### src/hw/rtl/euler_circuit_hierholzer_unit_defines.svh
// ----------------------------------------------------------------------------
// Euler circuit unit assertion macros
// Shared concurrent assertion forms, clocked on clk and held off during rst.
// ----------------------------------------------------------------------------
`ifndef EULER_CIRCUIT_HIERHOLZER_UNIT_DEFINES_SVH
`define EULER_CIRCUIT_HIERHOLZER_UNIT_DEFINES_SVH

// Property that must hold at every edge out of reset
`define ECH_ASSERT(label, prop, msg) \
  label: assert property (@(posedge clk) disable iff (rst) (prop)) \
    else $error(msg);

// Trigger in one cycle implies the consequence in the next cycle
`define ECH_ASSERT_NEXT(label, trig, cons, msg) \
  label: assert property (@(posedge clk) disable iff (rst) (trig) |=> (cons)) \
    else $error(msg);

`endif

### src/hw/rtl/ech_pkg.sv
// ----------------------------------------------------------------------------
// ech_pkg
// Types, constants and helper functions of the Euler circuit unit.
// ----------------------------------------------------------------------------
package ech_pkg;

  // Sizes
  localparam int MAX_VERTICES = 64;
  localparam int PATH_DEPTH   = 4096;
  localparam int VTX_W        = 7;
  localparam int IDX_W        = 12;
  localparam int LEN_W        = 13;
  localparam int ACTION_W     = 2;
  localparam int STATUS_W     = 2;
  localparam int ROW_AW       = $clog2(MAX_VERTICES);
  localparam int PATH_AW      = $clog2(PATH_DEPTH);
  localparam int SP_W         = PATH_AW + 1;

  localparam logic [VTX_W-1:0] VC_RESET = VTX_W'(MAX_VERTICES);

  // Action codes
  localparam logic [ACTION_W-1:0] ACT_CLEAR = 2'd0;
  localparam logic [ACTION_W-1:0] ACT_LOAD  = 2'd1;
  localparam logic [ACTION_W-1:0] ACT_RUN   = 2'd2;
  localparam logic [ACTION_W-1:0] ACT_READ  = 2'd3;

  // Status codes
  localparam logic [STATUS_W-1:0] STATUS_OK        = 2'd0;
  localparam logic [STATUS_W-1:0] STATUS_BAD_INDEX = 2'd1;
  localparam logic [STATUS_W-1:0] STATUS_BAD_START = 2'd2;

  // Command word
  typedef struct packed {
    logic [ACTION_W-1:0] action;
    logic [VTX_W-1:0]    row_vertex;
    logic [VTX_W-1:0]    col_vertex;
    logic                edge_present;
    logic [VTX_W-1:0]    start_vertex;
    logic [IDX_W-1:0]    read_index;
  } cmd_word_t;

  // Response word
  typedef struct packed {
    logic [VTX_W-1:0]    vertex;
    logic [LEN_W-1:0]    path_length;
    logic [STATUS_W-1:0] status;
  } rsp_word_t;

  // Controller states
  typedef enum logic [3:0] {
    ST_IDLE,
    ST_DECODE,
    ST_LD_RD_ROW,
    ST_LD_WR_ROW,
    ST_LD_RD_COL,
    ST_LD_WR_COL,
    ST_RUN_INIT,
    ST_RUN_RD,
    ST_RUN_EVAL,
    ST_RUN_FETCH,
    ST_RESP
  } state_t;

  // Controller to datapath commands
  typedef struct packed {
    logic take;
    logic clear_rows;
    logic ld_rd_row;
    logic ld_wr_row;
    logic ld_rd_col;
    logic ld_wr_col;
    logic run_init;
    logic run_rd;
    logic run_eval;
    logic run_fetch;
    logic rsp_load;
  } dp_cmd_t;

  // Datapath to controller status
  typedef struct packed {
    logic [ACTION_W-1:0] action;
    logic                load_go;
    logic                start_ok;
    logic                push;
    logic                run_last;
    logic                rsp_free;
  } dp_stat_t;

  // Row address of vertex v (1-based)
  function automatic logic [ROW_AW-1:0] vtx_addr(input logic [VTX_W-1:0] v);
    logic [VTX_W-1:0] t;
    t = v - VTX_W'(1);
    return t[ROW_AW-1:0];
  endfunction

  // One-hot row mask of vertex v (1-based)
  function automatic logic [MAX_VERTICES-1:0] vtx_bit(input logic [VTX_W-1:0] v);
    logic [MAX_VERTICES-1:0] m;
    m = '0;
    m[vtx_addr(v)] = 1'b1;
    return m;
  endfunction

  // Index of the lowest set bit of a row
  function automatic logic [ROW_AW-1:0] lowest_set(input logic [MAX_VERTICES-1:0] r);
    logic [ROW_AW-1:0] idx;
    idx = '0;
    for (int i = MAX_VERTICES - 1; i >= 0; i--) begin
      if (r[i]) idx = ROW_AW'(i);
    end
    return idx;
  endfunction

endpackage

### src/hw/rtl/ech_ctrl.sv
// ----------------------------------------------------------------------------
// ech_ctrl
// Sequencer of the Euler circuit unit: decodes actions and steps the walk.
// ----------------------------------------------------------------------------
module ech_ctrl
  import ech_pkg::*;
(
  input  logic     clk,
  input  logic     rst,
  input  logic     cmd_valid,
  output logic     cmd_stall,
  input  dp_stat_t stat,
  output dp_cmd_t  cmd
);

`include "euler_circuit_hierholzer_unit_defines.svh"

  state_t state, state_next;

  // State register
  always_ff @(posedge clk) begin
    if (rst) state <= ST_IDLE;
    else     state <= state_next;
  end

  // Next state
  always_comb begin
    state_next = state;
    unique case (state)
      ST_IDLE:      if (cmd_valid) state_next = ST_DECODE;
      ST_DECODE: begin
        unique case (stat.action)
          ACT_CLEAR: state_next = ST_RESP;
          ACT_LOAD:  state_next = stat.load_go ? ST_LD_RD_ROW : ST_RESP;
          ACT_RUN:   state_next = stat.start_ok ? ST_RUN_INIT : ST_RESP;
          ACT_READ:  state_next = ST_RESP;
        endcase
      end
      ST_LD_RD_ROW: state_next = ST_LD_WR_ROW;
      ST_LD_WR_ROW: state_next = ST_LD_RD_COL;
      ST_LD_RD_COL: state_next = ST_LD_WR_COL;
      ST_LD_WR_COL: state_next = ST_RESP;
      ST_RUN_INIT:  state_next = ST_RUN_RD;
      ST_RUN_RD:    state_next = ST_RUN_EVAL;
      ST_RUN_EVAL: begin
        priority if (stat.push)     state_next = ST_RUN_RD;
        else if     (stat.run_last) state_next = ST_RESP;
        else                        state_next = ST_RUN_FETCH;
      end
      ST_RUN_FETCH: state_next = ST_RUN_EVAL;
      ST_RESP:      if (stat.rsp_free) state_next = ST_IDLE;
    endcase
  end

  // Outputs
  always_comb begin
    cmd            = '0;
    cmd_stall      = (state != ST_IDLE);
    cmd.take       = (state == ST_IDLE) && cmd_valid;
    cmd.clear_rows = (state == ST_DECODE) && (stat.action == ACT_CLEAR);
    cmd.ld_rd_row  = (state == ST_LD_RD_ROW);
    cmd.ld_wr_row  = (state == ST_LD_WR_ROW);
    cmd.ld_rd_col  = (state == ST_LD_RD_COL);
    cmd.ld_wr_col  = (state == ST_LD_WR_COL);
    cmd.run_init   = (state == ST_RUN_INIT);
    cmd.run_rd     = (state == ST_RUN_RD);
    cmd.run_eval   = (state == ST_RUN_EVAL);
    cmd.run_fetch  = (state == ST_RUN_FETCH);
    cmd.rsp_load   = (state == ST_RESP) && stat.rsp_free;
  end

  // Checks
  `ECH_ASSERT_NEXT(a_take_decodes, cmd.take, state == ST_DECODE, "accepted word not decoded")
  `ECH_ASSERT_NEXT(a_fetch_evals, state == ST_RUN_FETCH, state == ST_RUN_EVAL,
                   "pop fetch not followed by evaluation")

endmodule

### config.mk
export PLATFORM = sky130hd
export DESIGN_NAME = ech_ctrl
export DESIGN_NICKNAME = d
export VERILOG_FILES = /design/src/hw/rtl/ech_pkg.sv /design/src/hw/rtl/ech_ctrl.sv
export VERILOG_INCLUDE_DIRS = /design/src /design/src/hw/rtl
export SDC_FILE = /design/constraint.sdc
export NUM_CORES = 1
export LEC_CHECK = 0
export ABC_AREA = 1
export BUFFER_PORTS_ARGS = -buffer_cell sky130_fd_sc_hd__clkbuf_2
export CORE_AREA = 2 2 39 41
export CTS_BUF_LIST = sky130_fd_sc_hd__clkbuf_8
export DETAILED_ROUTE_END_ITERATION = 8
export DIE_AREA = 0 0 41 43
export SKIP_CTS_REPAIR_TIMING = 1
export SLEW_MARGIN = 20
export SYNTH_ARGS = -nofsm -noshare
export SYNTH_HDL_FRONTEND = slang
export SYNTH_SLANG_ARGS = --single-unit
### constraint.sdc
create_clock -name clk -period 2 [get_ports clk]
set_input_delay 0.2 -clock clk [delete_from_list [all_inputs] [get_ports clk]]
set_output_delay 0.2 -clock clk [all_outputs]
set_load 0.005 [all_outputs]
==> run_results.csv, run 1 <==
group,metric,value,unit
status,status,"completed",
pwr,power_switching,0.378,mW
min_path,whs_path_depth,2,
sta,grt_setup_unrepaired,"no",
placed_design,hpwl,945,um
pwr,p_per_area,1230,mW/mm^2
placed_design,place_area,599,um^2
synth,ys_top_cells_by_count,"nand2_1 (21), inv_1 (18), nor2_1 (14)",
layout,fill_cells,161,
sta,hold_violations,0,
pwr,p_seq_share,22.0,%
synth,yosysMostFrequentCell,"nand2_1",
setup_path,ff2ff_path_depth,8,
layout,syn_to_final_growth,32.0,%
detailed_routing,vias,550,
setup_path,crit_path_end_kind,"primary output",
sta,finalCritPeriodShare,71.7,%
pwr,fin_total_pwr,0.791,mW
synth,postSynthCellCount,85,
detailed_routing,met1Wirelength,498,um
synth,synth_nets,98,
pwr,p_sw_share,47.8,%
floorplanning,die_x,41,um
clock_tree,clk_pin_slew_worst_paths,0.03,ns
global_routing,grt-ovfl-total,0,
sta,finalCriticalPeriod,1.43,ns
setup_path,path_max_fanout,8,
job,drv_cap,0,
sta,finalSetupViolCount,0,
floorplanning,die-area,0.00176,mm^2
sta,fin_tns_setup,0,ns
pwr,p_clk_share,21.5,%
global_routing,track_usage,14.8,%
detailed_routing,drc,0,
detailed_routing,first_pass_iters,4,
detailed_routing,wl,1.10,mm
detailed_routing,met2_length,524,um
floorplanning,row_count,14,
synth,syn_area,485,um^2
global_routing,grt_start_max_net_pins,9,
pwr,power_frac_comb,56.5,%
clock_tree,clk_latency,0.22,ns
clock_tree,h-tree-depth,1,
synth,yosys.cell_types.count,18,
clock_tree,cts_tree,"done",
placed_design,dp_slack,0.807,ns
synth,synthFlopType,"dfxtp_1",
placed_design,gp_congestion,0.757,
sta,slew_violations,0,
min_path,worstHoldPathType,"in -> reg",
global_routing,grt_pass1_vias,467,
pwr,peakVddDrop,0.515,mV
layout,nets,123,
clock_tree,cts_buffer_depth,2,
detailed_routing,vias_per_cell,4.44,
floorplanning,io_pins,22,
clock_tree,root_buffer,"clkbuf_8",
setup_path,critPathKind,"reg -> out",
synth,synth_edf_count,0,
detailed_routing,top_layer_used,"met4",
layout,final_area,641,um^2
setup_path,arrival,1.23,ns
layout,top_regs,"state (4)",
detailed_routing,drtIter0Drc,7,
layout,diodes,0,
placed_design,io_buffers,21,
setup_path,cp.required,1.80,ns
sta,max-slew-margin-rel,75.7,%
sta,fin_worst_skew,0.00315,ns
sta,worst_pin_slew,0.363,ns
global_routing,grt_pass1_wl,1.73,mm
synth,ys_warn_count,0,
detailed_routing,met3_wirelength,57,um
pwr,power.leakage,0.417,nW
synth,synthArstFlopShare,0,%
synth,syn_avg_cell_area,5.71,um^2
synth,synth_top_cell_by_area,"dfxtp_1",
floorplanning,start_util,35.1,%
global_routing,antenna_found_initial,0,
pwr,cellInternalPower,0.412,mW
synth,ys_ff_latch,4,
synth,synthTopCellsByArea,"dfxtp_1 (16%), nand2_1 (16%), inv_1 (14%)",
sta,setup_ws,0.567,ns
synth,synth_top_area_share,16.5,%
synth,synth_seq_area_share,16.5,%
setup_path,startpoint_type,"register",
layout,drive_gt1_share,31.5,%
floorplanning,die_h,43,um
floorplanning,core_area,0.00138,mm^2
layout,regMostFlops,"state",
layout,largest_reg_flops,4,
sta,fmax,698,MHz
clock_tree,cts_buffers,3,
clock_tree,cts_sinks,4,
detailed_routing,drtAntennaViolNets,0,
detailed_routing,wire_per_inst,8.90,um
-- per-layer routing --
metal  up-vias  GRT usage, %
met5         -             0
met4         0          10.0
met3         3          3.66
met2        18          21.6
met1       228          18.1
li1        301             -
-- power groups by stage --
stage / registers, mW / clock network (mW) / logic [mW]
finish: 0.174 / 0.170 / 0.447
global route: 0.181 / 0.179 / 0.519
CTS: 0.175 / 0.174 / 0.454
detailed placement: 0.176 / 0 / 0.453
global placement: 0.174 / 0 / 0.451
floorplan: 0.146 / 0 / 0.367
-- metrics by stage --
step	util [%]	hold WS, ns	cells
floorplan	-	0.269	85
global placement	43.3	0.377	121
detailed placement	43.3	0.373	121
CTS	46.3	0.144	124
global route	46.3	0.150	124
finish	46.3	0.146	124
-- logic make-up (layout without fill, tap and decap cells) --
group | after synthesis | in the layout | share of synthesized area [%]
and+or+nand+nor | 52 | 52 | 52.3
buffers and inverters | 22 | 45 | 18.6
AOI/OAI and AO/OA | 4 | 4 | 4.90
DFF | 4 | 4 | 16.5
adders and majority gates | 3 | 3 | 7.73
-- cells in the final DEF, fill, tap and decap left out --
cell,instances
a21oi_1,2
a21oi_2,1
and3_1,1
clkbuf_2,21
clkbuf_8,3
dfxtp_1,4
ha_1,3
inv_1,18
inv_2,3
nand2_1,21
nand2_2,1
nand3_1,8
nand3_4,1
nand3b_1,1
nor2_1,14
nor2_2,1
nor2_4,3
nor3_1,1
o21ai_1,1
-- final cells by class --
class,instances,area [um^2],area share [%]
Clock buffer,3,41.3,6.45
Inverter,21,78.8,12.3
Multi-Input combinational cell,59,315,49.2
Sequential cell,4,80.1,12.5
Tap cell,16,20.0,3.13
Timing Repair Buffer,21,105,16.4
-- worst max-delay path, stage by stage (launching register included) --
cell      delay [ns]
dfxtp_1         0.53
inv_1           0.11
nor2_1          0.12
and3_1          0.15
clkbuf_2        0.10
-- worst paths after layout --
kind	from	slack, ns	end
max reg2reg	state[0]	0.84	state[3]
min	rst	0.15	state[2]
min reg2reg	state[3]	0.70	state[0]
max	state[0]	0.57	cmd[9]
(Power assumes the default switching activity.)
==> run 2: changes to the inputs <==
clock period = 1.36 ns   (was 2 ns; I/O delays follow)
==> run_results.csv, run 2 (synthesis gave the netlist of run 1 again) <==
group,metric,value,unit
status,status,"completed",
sta,max-slew-margin-rel,83.8,%
sta,worst_pin_slew,0.243,ns
sta,finalCritPeriodShare,92.9,%
setup_path,crit_path_end_kind,"primary output",
sta,fin_worst_skew,0.000907,ns
clock_tree,cts_buffer_depth,2,
clock_tree,cts_buffers,3,
sta,finalSetupViolCount,0,
layout,most-common-layout-cells,"nand2_1 (21), clkbuf_2 (21), inv_1 (17)",
layout,regMostFlops,"state",
job,drv_cap,0,
detailed_routing,drc,0,
min_path,worstHoldPathType,"in -> reg",
clock_tree,h-tree-depth,1,
floorplanning,row_count,14,
placed_design,hpwl,960,um
clock_tree,root_buffer,"clkbuf_8",
sta,finalCriticalPeriod,1.26,ns
pwr,cellInternalPower,0.623,mW
clock_tree,clk_pin_slew_worst_paths,0.03,ns
sta,slew_violations,0,
detailed_routing,wire_per_inst,8.88,um
global_routing,grt_pass1_wl,1.78,mm
clock_tree,cts_tree,"done",
setup_path,crit_buf_inv,3,
floorplanning,core_area,0.00138,mm^2
global_routing,track_usage,14.8,%
setup_path,path_max_fanout,4,
setup_path,slowest_delay,0.36,ns
detailed_routing,first_pass_iters,4,
setup_path,startpoint_type,"register",
detailed_routing,vias_per_cell,4.43,
layout,drive_gt1_share,37.0,%
detailed_routing,vias,549,
floorplanning,io_pins,22,
detailed_routing,drtAntennaViolNets,0,
detailed_routing,drtIter0Drc,9,
floorplanning,die-area,0.00176,mm^2
layout,top_regs,"state (4)",
sta,hold_violations,0,
setup_path,cp.required,1.22,ns
setup_path,critPathKind,"reg -> out",
setup_path,arrival,1.13,ns
placed_design,io_buffers,21,
global_routing,grt_pass1_vias,447,
global_routing,grt_start_max_net_pins,9,
layout,largest_reg_flops,4,
detailed_routing,wl,1.10,mm
pwr,peakVddDrop,0.833,mV
clock_tree,cts_sinks,4,
setup_path,crit_family,"flip-flops",
floorplanning,start_util,35.1,%
layout,syn_to_final_growth,33.5,%
placed_design,gp_congestion,0.739,
pwr,p_clk_share,20.3,%
pwr,power.leakage,0.416,nW
pwr,p_per_area,1830,mW/mm^2
pwr,p_sw_share,47.4,%
sta,holdWs,0.0845,ns
layout,diodes,0,
clock_tree,clk_latency,0.21,ns
layout,nets,123,
floorplanning,die_x,41,um
layout,final_core_util,46.8,%
sta,grt_setup_unrepaired,"no",
layout,fill_cells,158,
setup_path,path_cells,"inv_1 > nor2_2 > inv_2 > nor3_1 > clkbuf_2",
pwr,power_switching,0.560,mW
global_routing,grt-ovfl-total,0,
placed_design,place_area,599,um^2
sta,fmax,791,MHz
layout,final_area,648,um^2
pwr,p_seq_share,22.8,%
floorplanning,die_h,43,um
pwr,power_frac_comb,56.8,%
global_routing,antenna_found_initial,0,
setup_path,cpMaxStageDelayCell,"dfxtp_2",
[run 2: worst reg2reg max path, delay by kind of cell, from the launching register on]
family | cells | cell delay (ns)
and+or+nand+nor | 4 | 0.46
AOI/OAI and AO/OA | 1 | 0.13
buffers and inverters | 1 | 0.06
DFF | 1 | 0.36
[run 2: area by class of cell]
cell class	instances	area, um^2	share of cell area, %
Inverter	21	78.8	12.2
Multi-Input combinational cell	59	318	49.0
Tap cell	16	20.0	3.09
Sequential cell	4	85.1	13.1
Clock buffer	3	41.3	6.37
Timing Repair Buffer	21	105	16.2
[run 2: layer usage]
metal	global-route usage, %	part of all wire (%)	vias up
met4	8.00	0.73	0
met3	3.14	8.5	2
met2	22.5	47	20
met1	18.6	44	228
li1	-	-	299
met5	0	0	-
[run 2: metrics by stage]
stage / setup WS (ns) / TNS [ns] / std cells / power [mW]
2_1_floorplan: 0.381 / 0 / 85 / 0.754
5_1_grt: 0.00879 / 0 / 124 / 1.31
6_report: 0.0964 / 0 / 124 / 1.18
3_5_place_dp: 0.186 / 0 / 121 / 0.929
4_1_cts: -0.0374 / -0.0423 / 124 / 1.18
3_3_place_gp: 0.195 / 0 / 121 / 0.919
[run 2: final timing paths]
kind | start | to | slack (ns) | cells past startpoint
max | state[2] | cmd[4] | 0.1 | 5
min | rst | state[2] | 0.08 | 2
max reg2reg | state[3] | state[0] | 0.26 | 6
min reg2reg | state[3] | state[0] | 0.68 | 4
[run 2: power by group through the flow]
stage | Clock, mW | Combinational [mW] | Sequential, mW
after global placement | 0 | 0.666 | 0.253
after CTS | 0.248 | 0.676 | 0.255
after floorplan | 0 | 0.539 | 0.215
final | 0.240 | 0.673 | 0.270
after global routing | 0.263 | 0.774 | 0.276
after detailed placement | 0 | 0.672 | 0.256
